<file path="config.mk">
export PLATFORM = sky130hd
export DESIGN_NAME = utf8_validator_flat
export DESIGN_NICKNAME = d
export VERILOG_FILES = /design/src/rtl/utf8v_pkg.sv /design/src/rtl/utf8v_byte_if.sv /design/src/rtl/utf8v_result_if.sv /design/src/rtl/utf8_validator.sv /design/src/rtl/utf8v_core.sv /design/src/rtl/utf8v_outreg.sv /design/src/flat_wrapper.sv
export SDC_FILE = /design/constraint.sdc
export NUM_CORES = 1
export LEC_CHECK = 0
export BUFFER_PORTS_ARGS = -buffer_cell sky130_fd_sc_hd__buf_4
export CORE_ASPECT_RATIO = 0.8
export CORE_MARGIN = 5
export CORE_UTILIZATION = 58
export CTS_BUF_LIST = sky130_fd_sc_hd__clkbuf_2
export CTS_CLUSTER_DIAMETER = 30
export DETAILED_ROUTE_END_ITERATION = 12
export PLACE_DENSITY = 0.77
export SLEW_MARGIN = 20
export SYNTH_ARGS = -nofsm -noshare
export SYNTH_HDL_FRONTEND = slang
export SYNTH_SLANG_ARGS = --single-unit
</file>
<file path="constraint.sdc">
create_clock -name clk -period 8 [get_ports clk]
set_input_delay 0.4 -clock clk [delete_from_list [all_inputs] [get_ports clk]]
set_output_delay 0.4 -clock clk [all_outputs]
set_load 0.03 [all_outputs]
</file>
<file path="src/rtl/utf8v_pkg.sv">
// ----------------------------------------------------------------------------
// utf8v_pkg: shared types, codes and lead-byte table for the UTF-8 checker
// Status codes, the offset width, the result word and the lead-byte decode.
// ----------------------------------------------------------------------------
package utf8v_pkg;

    localparam int OFFSET_BITS = 32;
    localparam int OUT_BITS    = 32;

    typedef logic [OFFSET_BITS-1:0] offset_t;

    typedef enum logic [2:0] {
        ST_OK       = 3'd0,
        ST_LEAD     = 3'd1,
        ST_TRUNC    = 3'd2,
        ST_CONT     = 3'd3,
        ST_OVERLONG = 3'd4,
        ST_SURR     = 3'd5,
        ST_RANGE    = 3'd6
    } status_t;

    typedef struct packed {
        status_t               status;
        logic [OUT_BITS-1:0]   bad_offset;
    } result_t;

    typedef struct packed {
        logic [2:0] len;
        logic [7:0] lo;
        logic [7:0] hi;
        status_t    code;
    } lead_row_t;

    localparam logic [7:0] CONT_LO     = 8'h80;
    localparam logic [7:0] CONT_HI     = 8'hBF;
    localparam logic [7:0] E0_LO       = 8'hA0;
    localparam logic [7:0] ED_HI       = 8'h9F;
    localparam logic [7:0] F0_LO       = 8'h90;
    localparam logic [7:0] F4_HI       = 8'h8F;
    localparam logic [7:0] LEAD_C0     = 8'hC0;
    localparam logic [7:0] LEAD_C2     = 8'hC2;
    localparam logic [7:0] LEAD_E0     = 8'hE0;
    localparam logic [7:0] LEAD_ED     = 8'hED;
    localparam logic [7:0] LEAD_F0     = 8'hF0;
    localparam logic [7:0] LEAD_F4     = 8'hF4;
    localparam logic [7:0] LEAD_F8     = 8'hF8;

    function automatic lead_row_t lead_row(input logic [7:0] b);
        lead_row_t r;
        r.len  = 3'd0;
        r.lo   = CONT_LO;
        r.hi   = CONT_HI;
        r.code = ST_OK;
        priority if (b < CONT_LO) begin
            r.len = 3'd1;
        end
        else if (b < LEAD_C0) begin
            r.code = ST_LEAD;
        end
        else if (b < LEAD_C2) begin
            r.code = ST_OVERLONG;
        end
        else if (b < LEAD_E0) begin
            r.len = 3'd2;
        end
        else if (b == LEAD_E0) begin
            r.len  = 3'd3;
            r.lo   = E0_LO;
            r.code = ST_OVERLONG;
        end
        else if (b == LEAD_ED) begin
            r.len  = 3'd3;
            r.hi   = ED_HI;
            r.code = ST_SURR;
        end
        else if (b < LEAD_F0) begin
            r.len = 3'd3;
        end
        else if (b == LEAD_F0) begin
            r.len  = 3'd4;
            r.lo   = F0_LO;
            r.code = ST_OVERLONG;
        end
        else if (b < LEAD_F4) begin
            r.len = 3'd4;
        end
        else if (b == LEAD_F4) begin
            r.len  = 3'd4;
            r.hi   = F4_HI;
            r.code = ST_RANGE;
        end
        else if (b < LEAD_F8) begin
            r.code = ST_RANGE;
        end
        else begin
            r.code = ST_LEAD;
        end
        return r;
    endfunction

    function automatic logic [OUT_BITS-1:0] to_out(input offset_t v);
        logic [63:0] w;
        w = 64'(v);
        return w[OUT_BITS-1:0];
    endfunction

endpackage

</file>
<file path="src/rtl/utf8v_byte_if.sv">
// ----------------------------------------------------------------------------
// utf8v_byte_if: byte channel into the UTF-8 checker
// Valid/ready handshake carrying one buffer byte and its last-byte flag.
// ----------------------------------------------------------------------------
interface utf8v_byte_if;
    logic       valid;
    logic       ready;
    logic [7:0] data_byte;
    logic       last_of_buffer;

    modport source (output valid, output data_byte, output last_of_buffer, input ready);
    modport sink   (input valid, input data_byte, input last_of_buffer, output ready);
endinterface

</file>
<file path="src/rtl/utf8v_result_if.sv">
// ----------------------------------------------------------------------------
// utf8v_result_if: result channel out of the UTF-8 checker
// Valid/ready handshake carrying a status code and an offset or byte count.
// ----------------------------------------------------------------------------
interface utf8v_result_if;
    logic        valid;
    logic        ready;
    logic [2:0]  status;
    logic [31:0] bad_offset;

    modport source (output valid, output status, output bad_offset, input ready);
    modport sink   (input valid, input status, input bad_offset, output ready);
endinterface

</file>
<file path="src/rtl/utf8_validator.sv">
// ----------------------------------------------------------------------------
// utf8_validator: streaming UTF-8 well-formedness checker
// An accepted byte is held in the input register; when the core fires on it,
// any result it produces loads into the result register. Throughput: one
// byte per cycle, set by the state update in the core; stalls only while a
// result waits downstream.
// Reset: rst_n clears position, sequence state and both valid flags at once.
// ----------------------------------------------------------------------------
module utf8_validator (
    input  logic           clk,
    input  logic           rst_n,
    utf8v_byte_if.sink     data,
    utf8v_result_if.source result
);
    import utf8v_pkg::*;

    logic       in_valid_reg, in_valid_next;
    logic [7:0] in_byte_reg;
    logic       in_last_reg;
    logic       accept;
    logic       fire;
    logic       emit;
    logic       out_free;
    result_t    core_result;

    assign fire       = in_valid_reg && (!emit || out_free);
    assign data.ready = !in_valid_reg || fire;
    assign accept     = data.valid && data.ready;

    always_comb
    begin
        in_valid_next = in_valid_reg;
        if (accept)
        begin
            in_valid_next = 1'b1;
        end
        else if (fire)
        begin
            in_valid_next = 1'b0;
        end
    end

    always_ff @(posedge clk or negedge rst_n)
    begin
        if (!rst_n)
        begin
            in_valid_reg <= 1'b0;
        end
        else
        begin
            in_valid_reg <= in_valid_next;
        end
    end

    always_ff @(posedge clk)
    begin
        if (accept)
        begin
            in_byte_reg <= data.data_byte;
            in_last_reg <= data.last_of_buffer;
        end
    end

    utf8v_core u_core (
        .clk            (clk),
        .rst_n          (rst_n),
        .fire           (fire),
        .data_byte      (in_byte_reg),
        .last_of_buffer (in_last_reg),
        .emit           (emit),
        .result         (core_result)
    );

    utf8v_outreg u_outreg (
        .clk    (clk),
        .rst_n  (rst_n),
        .load   (fire && emit),
        .result (core_result),
        .free   (out_free),
        .out    (result)
    );

endmodule

</file>
<file path="src/rtl/utf8v_core.sv">
// ----------------------------------------------------------------------------
// utf8v_core: sequence state and per-byte decision
// Holds the position and open-sequence state and decides, for one registered
// byte, whether a result is due and what it carries.
// ----------------------------------------------------------------------------
module utf8v_core (
    input  logic               clk,
    input  logic               rst_n,
    input  logic               fire,
    input  logic [7:0]         data_byte,
    input  logic               last_of_buffer,
    output logic               emit,
    output utf8v_pkg::result_t result
);
    import utf8v_pkg::*;

    offset_t    pos_reg,    pos_next;
    offset_t    start_reg,  start_next;
    logic [2:0] len_reg,    len_next;
    logic [2:0] seen_reg,   seen_next;
    logic [7:0] lo_reg,     lo_next;
    logic [7:0] hi_reg,     hi_next;
    status_t    ncode_reg,  ncode_next;
    status_t    pcode_reg,  pcode_next;
    logic       pflag_reg,  pflag_next;
    logic       swallow_reg, swallow_next;

    offset_t    pos_inc;
    lead_row_t  row;
    logic       bad;
    status_t    code;
    logic       eff_flag;
    status_t    eff_code;
    logic [2:0] seen_inc;
    logic       do_emit;
    status_t    em_status;
    offset_t    em_off;

    assign pos_inc  = (pos_reg == '1) ? pos_reg : pos_reg + OFFSET_BITS'(1);
    assign row      = lead_row(data_byte);
    assign bad      = (data_byte < CONT_LO) || (data_byte > CONT_HI);
    assign seen_inc = seen_reg + 3'd1;

    always_comb
    begin
        code = ST_OK;
        if (bad)
        begin
            code = ST_CONT;
        end
        else if (seen_reg == 3'd1 && (data_byte < lo_reg || data_byte > hi_reg))
        begin
            code = ncode_reg;
        end
    end

    assign eff_flag = pflag_reg || (code != ST_OK);
    assign eff_code = pflag_reg ? pcode_reg : code;

    always_comb
    begin
        pos_next     = pos_reg;
        start_next   = start_reg;
        len_next     = len_reg;
        seen_next    = seen_reg;
        lo_next      = lo_reg;
        hi_next      = hi_reg;
        ncode_next   = ncode_reg;
        pcode_next   = pcode_reg;
        pflag_next   = pflag_reg;
        swallow_next = swallow_reg;
        do_emit      = 1'b0;
        em_status    = ST_OK;
        em_off       = pos_reg;

        if (swallow_reg)
        begin
            pos_next = pos_inc;
        end
        else if (len_reg != 3'd0)
        begin
            if (seen_inc >= len_reg)
            begin
                if (eff_flag)
                begin
                    do_emit   = 1'b1;
                    em_status = eff_code;
                    em_off    = start_reg;
                end
                else
                begin
                    len_next  = 3'd0;
                    seen_next = 3'd0;
                    pos_next  = pos_inc;
                    if (last_of_buffer)
                    begin
                        do_emit   = 1'b1;
                        em_status = ST_OK;
                        em_off    = pos_inc;
                    end
                end
            end
            else if (last_of_buffer)
            begin
                do_emit   = 1'b1;
                em_status = ST_TRUNC;
                em_off    = start_reg;
            end
            else
            begin
                seen_next  = seen_inc;
                pflag_next = eff_flag;
                pcode_next = eff_code;
                pos_next   = pos_inc;
            end
        end
        else
        begin
            if (row.len == 3'd0)
            begin
                do_emit   = 1'b1;
                em_status = row.code;
                em_off    = pos_reg;
            end
            else if (row.len == 3'd1)
            begin
                pos_next = pos_inc;
                if (last_of_buffer)
                begin
                    do_emit   = 1'b1;
                    em_status = ST_OK;
                    em_off    = pos_inc;
                end
            end
            else if (last_of_buffer)
            begin
                do_emit   = 1'b1;
                em_status = ST_TRUNC;
                em_off    = pos_reg;
            end
            else
            begin
                start_next = pos_reg;
                len_next   = row.len;
                seen_next  = 3'd1;
                lo_next    = row.lo;
                hi_next    = row.hi;
                ncode_next = row.code;
                pflag_next = 1'b0;
                pcode_next = ST_OK;
                pos_next   = pos_inc;
            end
        end

        // swallow rest of buffer after an error
        if (do_emit && !last_of_buffer)
        begin
            len_next     = 3'd0;
            seen_next    = 3'd0;
            pflag_next   = 1'b0;
            pcode_next   = ST_OK;
            swallow_next = 1'b1;
            pos_next     = pos_inc;
        end

        // end of buffer: back to reset
        if (last_of_buffer)
        begin
            pos_next     = '0;
            start_next   = '0;
            len_next     = 3'd0;
            seen_next    = 3'd0;
            lo_next      = 8'd0;
            hi_next      = 8'd0;
            ncode_next   = ST_OK;
            pcode_next   = ST_OK;
            pflag_next   = 1'b0;
            swallow_next = 1'b0;
        end
    end

    assign emit              = do_emit && !swallow_reg;
    assign result.status     = em_status;
    assign result.bad_offset = to_out(em_off);

    always_ff @(posedge clk or negedge rst_n)
    begin
        if (!rst_n)
        begin
            pos_reg     <= '0;
            start_reg   <= '0;
            len_reg     <= 3'd0;
            seen_reg    <= 3'd0;
            lo_reg      <= 8'd0;
            hi_reg      <= 8'd0;
            ncode_reg   <= ST_OK;
            pcode_reg   <= ST_OK;
            pflag_reg   <= 1'b0;
            swallow_reg <= 1'b0;
        end
        else if (fire)
        begin
            pos_reg     <= pos_next;
            start_reg   <= start_next;
            len_reg     <= len_next;
            seen_reg    <= seen_next;
            lo_reg      <= lo_next;
            hi_reg      <= hi_next;
            ncode_reg   <= ncode_next;
            pcode_reg   <= pcode_next;
            pflag_reg   <= pflag_next;
            swallow_reg <= swallow_next;
        end
    end

endmodule

</file>
<file path="src/rtl/utf8v_outreg.sv">
// ----------------------------------------------------------------------------
// utf8v_outreg: result register
// Holds one result word until the downstream side takes it.
// ----------------------------------------------------------------------------
module utf8v_outreg (
    input  logic               clk,
    input  logic               rst_n,
    input  logic               load,
    input  utf8v_pkg::result_t result,
    output logic               free,
    utf8v_result_if.source     out
);
    import utf8v_pkg::*;

    logic    valid_reg, valid_next;
    result_t data_reg;

    assign free = !valid_reg || out.ready;

    always_comb
    begin
        valid_next = valid_reg;
        if (load)
        begin
            valid_next = 1'b1;
        end
        else if (out.ready)
        begin
            valid_next = 1'b0;
        end
    end

    always_ff @(posedge clk or negedge rst_n)
    begin
        if (!rst_n)
        begin
            valid_reg <= 1'b0;
        end
        else
        begin
            valid_reg <= valid_next;
        end
    end

    always_ff @(posedge clk)
    begin
        if (load)
        begin
            data_reg <= result;
        end
    end

    assign out.valid      = valid_reg;
    assign out.status     = data_reg.status;
    assign out.bad_offset = data_reg.bad_offset;

endmodule
</file>
<file path="src/flat_wrapper.sv">
// flat-port wrapper written by rule: the top's interface ports become plain ports
module utf8_validator_flat import utf8v_pkg::*;
  (clk, rst_n, data_valid, data_data_byte, data_last_of_buffer, data_ready, result_valid, result_status, result_bad_offset, result_ready);
  utf8v_byte_if data_i ();
  utf8v_result_if result_i ();
  input  logic clk;
  input  logic rst_n;
  input wire logic [$bits(data_i.valid)-1:0] data_valid;
  input wire logic [$bits(data_i.data_byte)-1:0] data_data_byte;
  input wire logic [$bits(data_i.last_of_buffer)-1:0] data_last_of_buffer;
  output wire logic [$bits(data_i.ready)-1:0] data_ready;
  output wire logic [$bits(result_i.valid)-1:0] result_valid;
  output wire logic [$bits(result_i.status)-1:0] result_status;
  output wire logic [$bits(result_i.bad_offset)-1:0] result_bad_offset;
  input wire logic [$bits(result_i.ready)-1:0] result_ready;
  assign data_i.valid = data_valid;
  assign data_i.data_byte = data_data_byte;
  assign data_i.last_of_buffer = data_last_of_buffer;
  assign data_ready = data_i.ready;
  assign result_valid = result_i.valid;
  assign result_status = result_i.status;
  assign result_bad_offset = result_i.bad_offset;
  assign result_i.ready = result_ready;
  utf8_validator u_core (.clk(clk), .rst_n(rst_n), .data(data_i), .result(result_i));
endmodule
</file>
* Word level (Yosys, flattened, before mapping)
Cells that the tools add are included.
** Storage, ports and cells
- Bits in registers :: 140
- Logic and storage cells :: 213
- Memory bits (read-only) :: 0
- Latch bits :: 0
- Memory bits (writable) :: 0
- Memories :: 0
- Output and inout bits :: 37
** Operators by class
- Eq/ne operators :: 20
- Bitwise logic cells :: 0
- $add $sub $neg :: 2
- Reduce and logical (&&, ||, !) cells :: 29
- Shift-type cells :: 0
- Muxes and demuxes :: 135
- $mul :: 0
- Order comparisons :: 11
- Div/mod/pow operators :: 0
** Operators with widths (count)
- 32-bit two-way mux :: 21
- 11-bit two-way mux :: 19
- 19-bit two-way mux :: 10
- 3-bit two-way mux :: 48
- 8-bit two-way mux :: 13
- 8-bit < comparator, second input constant :: 7
- 32-bit by 1-bit adder with 32-bit output, second input constant :: 1
- 32-bit == test, second input constant :: 1
- 8-bit == test, second input constant :: 4
- 1-bit two-way mux :: 19
- 16-bit two-way mux :: 1
- 4-bit by 2-bit != test with 1-bit output, second input constant :: 4
- 5-bit AND reduction :: 3
- 5-bit by 3-bit != test with 1-bit output, second input constant :: 2
- 9-bit two-way mux :: 1
- 8-bit greater-than comparator :: 1
- 8-bit greater-than comparator, second input constant :: 1
- 8-bit < comparator :: 1
- 2-bit by 1-bit != test with 1-bit output, second input constant :: 4
- 3-bit by 1-bit == test with 1-bit output, second input constant :: 2
- 1-bit logical AND :: 6
- 1-bit logical OR :: 6
- 6-bit two-way mux :: 1
- 6-bit by 4-bit != test with 1-bit output, second input constant :: 1
- other kinds (13) :: 20

* Depth between registers and ports, before layout
- Depth after elaboration :: 42
- Gate-level depth with buffers :: 13
- Mapped depth without buffers :: 11

* Hierarchy
Synthesis repeated with hierarchy kept, for this count alone.
** Second synthesis, totals
- Cells, all modules :: 852
- Area total of the unflattened synthesis :: 7807.5 um2
** Modules (own cells, without submodules)
- utf8v_core :: instances 1, sequential area each 2077.0 um2, area each 6359.8 um2, cells an instance 798
- utf8v_outreg :: instances 1, sequential area each 1076.0 um2, area each 1098.6 um2, cells an instance 38
- utf8_validator :: instances 1, sequential area each 295.3 um2, area each 349.1 um2, cells an instance 16

* Worst setup path before layout
Ideal clock, no wire load.
- Kind :: register to register
- From :: register u_core.in_byte_reg[5]
- To :: register u_core.u_outreg.data_reg (netlist bit u_core.u_outreg.out.bad_offset[0]), enable pin
- Path slack :: 2770 ps
- Arrival time :: 4759 ps
- Cell stages (with the launch flop) :: 10
- Clock period less this slack :: 5230 ps
- Setup time :: 471 ps
- Buffers on the path :: 2
- Data required time :: 7529 ps
- Cell sequence :: edfxtp_1 ha_1 a211o_1 a21o_1 a2111o_1 o211ai_4 a31oi_2 buf_2 clkbuf_1 nor3_1
** Between the ends
- Longest elaborated chain between the ends :: 24
** Ends and longest elaborated chain
- start, declared :: line utf8_validator.sv:18 : logic [7:0] in_byte_reg;
- start signal, assigned :: line utf8_validator.sv:59 : in_byte_reg <= data.data_byte;
- branches (longest 17 deep; another with 8-bit < comparator)
- 1-bit two-way mux * :: line utf8v_core.sv:80 : else if (len_reg != 3'd0)
- 1-bit two-way mux * :: line utf8v_core.sv:76 : if (swallow_reg)
- 1-bit logical AND * :: line utf8v_core.sv:182 : assign emit = do_emit && !swallow_reg;
- 1-bit zero test :: line utf8_validator.sv:26 : assign fire = in_valid_reg && (!emit || out_free);
- 1-bit logical OR :: line utf8_validator.sv:26
- 1-bit logical AND :: line utf8_validator.sv:26
- 1-bit logical AND * :: line utf8_validator.sv:77 : .load (fire && emit),
- net u_core.u_outreg.load :: line utf8v_outreg.sv:8 : input logic load,
- end signal, assigned :: line utf8v_outreg.sv:49 : data_reg <= result;
- end, declared :: line utf8v_outreg.sv:16 : result_t data_reg;
Mark *: on every way through the listed nets, which the timed path passes. The select of a mux whose other input is x is not followed.
A chain may end at the register's enable or synchronous reset.

* Worst setup path in the final report
- From :: register u_core.in_byte_reg[2]
- To :: output port data_ready
** Between the ends
- Longest elaborated chain between the ends :: 24
** Ends and longest elaborated chain
- branches (longest 17 deep; another with 8-bit < comparator)
- 1-bit two-way mux * :: line utf8v_core.sv:80
- 1-bit two-way mux * :: line utf8v_core.sv:76
- 1-bit logical AND * :: line utf8v_core.sv:182
- 1-bit zero test * :: line utf8_validator.sv:26
- 1-bit logical OR * :: line utf8_validator.sv:26
- 1-bit logical AND * :: line utf8_validator.sv:26
- 1-bit logical OR * :: line utf8_validator.sv:27 : assign data.ready = !in_valid_reg || fire;
- end, declared :: line flat_wrapper.sv:11 : output wire logic [$bits(data_i.ready)-1:0] data_ready;
Mark *: on every way between the ends. The select of a mux whose other input is x is not followed.

==> results.yml <==
outcome:
  status: "finished, final reports clean"
clocking:
  root_buffer: "clkbuf_2"
  clock_path_buffers: 2
  clk_latency_ns: 0.71
  cts_resized: 0
  cts-htree-levels: 4
  ctsHoldBuffers: 11
  cts_buffers: 17
  clock-sinks: 129
  clkSlewWorstSetupHoldPaths_ns: 0.19
  post_cts_buffers: 0
  cts_tree: "done"
detailed_routing:
  post-route-drc-count: 0
  ant_nets: 0
  wl_per_cell_microns: 20.5
  vias_per_cell: 6.74
  vias: 6597
  drtIter0Drc: 702
  routed_wl_microns: 20100
  firstDrtPassIters: 5
logic_synthesis:
  avgSynthCellArea_sq_um: 9.54
  synth-edff-count: 44
  yosysWarnings: 0
  yosysSeqAreaShare_pct: 46.4
  synth_top_area_share_pct: 28.6
  synth_nets: 806
  netlist_top_cells_area: "dfrtp_1 (29%), edfxtp_1 (18%), a22o_1 (4.1%)"
  synth.distinct_cells: 68
  synthArstFlopShare_pct: 65.9
  synth_ff_type: "dfrtp_1"
  syn_inst: 779
  ys_ff_latch: 129
  yosys.area.top_type: "dfrtp_1"
  netlist_area_sq_um: 7430
global_route:
  grt_max_degree: 70
  grt_pass1_wl_microns: 32600
  grt_overflow_total: 0
  grt_pass1_vias: 6011
  grt_use_total_pct: 27.2
  antenna_found_initial: 0
layout:
  final_nets: 818
  num_antenna_cells: 0
  drive_above_1_share_pct: 13.8
  area_delta_synth_final_pct: 10.4
  instances_no_fill: 979
flow_run:
  cap_violations: 0
setup_path:
  start_kind: "register"
  cpPeakStageDelay_ns: 0.62
  ff2ff_setup_slack_ns: 4.38
  crit_arrival_ns: 3.57
  cp_top_family: "compound AO/OA/AOI/OAI gates"
  slowest_stage: "edfxtp_1"
  cp_num_buf_inv: 1
  worstPathMaxFanout: 12
  worstSetupEndpointType: "output pin"
  path_cells: "ha_1 > nand4_1 > nand2b_1 > a2111o_1 > o211ai_4 > nand2_1 > o211ai_1 > buf_4"
  cp.required_ns: 7.60
  critPathKind: "reg -> out"
die:
  die_height_microns: 111
  fp-row-count: 37
  io_pins: 50
  start_util_pct: 58.6
  fp.dieArea_sq_um: 15200
  coreArea_sq_um: 12700
  die_x_microns: 137
timing:
  fmax_ghz: 0.252
  rsz0062_at_grt: "false"
  fin_crit_sh_pct: 49.6
  skew_ns: 0.0393
  finalMaxSlewViolations: 0
  fin_ws_ns: 4.03
  finalSetupViolCount: 0
  relSlewSlack_pct: 29.3
  hold_viol: 0
  min_period_ns: 3.97
  worst_pin_slew_ns: 1.03
  totalNegativeSetupSlack_ns: 0
placed_design:
  port_buffers: 49
  place_hpwl_microns: 13000
  dp_slack_ns: 4.46
  gp_congestion: 0.902
  place_inst: 936
pwr:
  p_per_area_nw_per_um2: 287
  peakVddDrop_mv: 0.218
  leakage_nw: 3.29
min_path:
  min_path_type: "in -> reg"
==> per-stage QoR <==
step	power (mW)	hold slack, ns	util, %	instance area, sq um
finish	2.35	0.0840	64.7	8200
global placement	1.86	0.310	61.6	7820
global route	2.48	0.0390	64.7	8200
detailed placement	1.89	0.313	61.6	7820
floorplan	1.58	0.104	-	7430
CTS	2.34	0.0297	64.6	8200
==> cell usage in the layout (no fill, tap or decap), types with 7 or more instances in the layout <==
cell type / count
o211ai_1: 7
dlygate4sd3_1: 11
nor4_1: 15
edfxtp_1: 44
nor2b_1: 20
a22oi_1: 27
or4_1: 8
nand3_1: 42
nand2b_1: 11
buf_4: 59
and3_1: 9
inv_1: 16
a221o_1: 12
a22o_1: 35
nor2_1: 53
o21ai_1: 7
o21ai_0: 39
nand2_1: 66
a21oi_1: 28
nand4_1: 19
ha_1: 14
nor3_1: 15
clkbuf_2: 21
o31ai_1: 10
mux2i_1: 10
dfrtp_1: 85
a31oi_1: 9
==> Yosys cell counts, drive strengths merged, types with 7 or more instances <==
library cell   n
o211ai         8
edfxtp        44
a21oi         28
nand4         19
a22oi         27
or4            8
nand2         66
nor3          18
nor2          53
o31ai         10
and3           9
dfrtp         85
ha            14
o21ai         48
a221o         12
and2           7
buf           19
a31oi         12
inv           16
nor4          15
nor3b          7
nand2b        11
nor2b         20
nand3         42
a22o          35
mux2i         10
clkbuf        58
==> tightest hold or removal path: cells and delay by family <==
| kind | cells | cell delay [ns] |
|---|---|---|
| AND/OR/NAND/NOR | 1 | 0.17 |
| AO/OA/AOI/OAI | 1 | 0.10 |
| buffers and inverters | 1 | 0.08 |
==> kinds of logic after synthesis <==
logic type | count (synthesis) | synth area share, %
muxes | 14 | 1.95
and+or+nand+nor | 299 | 21.3
DFF | 129 | 46.4
adders and majority gates | 14 | 2.36
AOI/OAI and AO/OA | 229 | 22.7
buffers and inverters | 93 | 5.12
xor gates and xnor gates | 1 | 0.118
==> power by group <==
group	internal (mW)	switching (mW)
combinational	0.291	0.628
clock	0.208	0.243
sequential	0.837	0.143
total	1.34	1.01
==> cell type report <==
cell class,instances,area (sq um)
repair buffers,70,553
inverters,16,60.1
clock buffers,21,105
clock inverters,11,163
well taps,175,219
fillers,1033,4480
multi-input cells,557,3650
flip-flops and latches,129,3450
==> path summary, 6_finish.rpt <==
kind | startpoint | end | depth (start not counted)
worst max-delay path | u_core.in_byte_reg[2]$_DFFE_PP_ | data_ready | 8
worst min-delay path | result_ready | u_core.u_outreg.out.valid$_DFFE_PN0P_ | 3
worst min register to register | u_core.u_core.lo_reg[5]$_DFFE_PN0P_ | u_core.u_core.lo_reg[5]$_DFFE_PN0P_ | 1
max in group asynchronous | rst_n | u_core.u_core.pcode_reg[0]$_DFFE_PN0P_ | 3
worst max register to register | u_core.in_byte_reg[2]$_DFFE_PP_ | u_core.u_outreg.out.bad_offset[18]$_DFFE_PP_ | 9
min in group asynchronous | rst_n | u_core.u_core.start_reg[12]$_DFFE_PN0P_ | 2
==> layer usage <==
layer / vias up / track usage [%] / share of wire (%)
met1: 3243 / 41.3 / 46
li1: 2989 / - / -
met4: 0 / 7.66 / 1.5
met3: 39 / 8.21 / 9.2
met5: - / 0 / 0
met2: 326 / 37.5 / 43
Note: power is estimated with default switching activity, not from simulation.
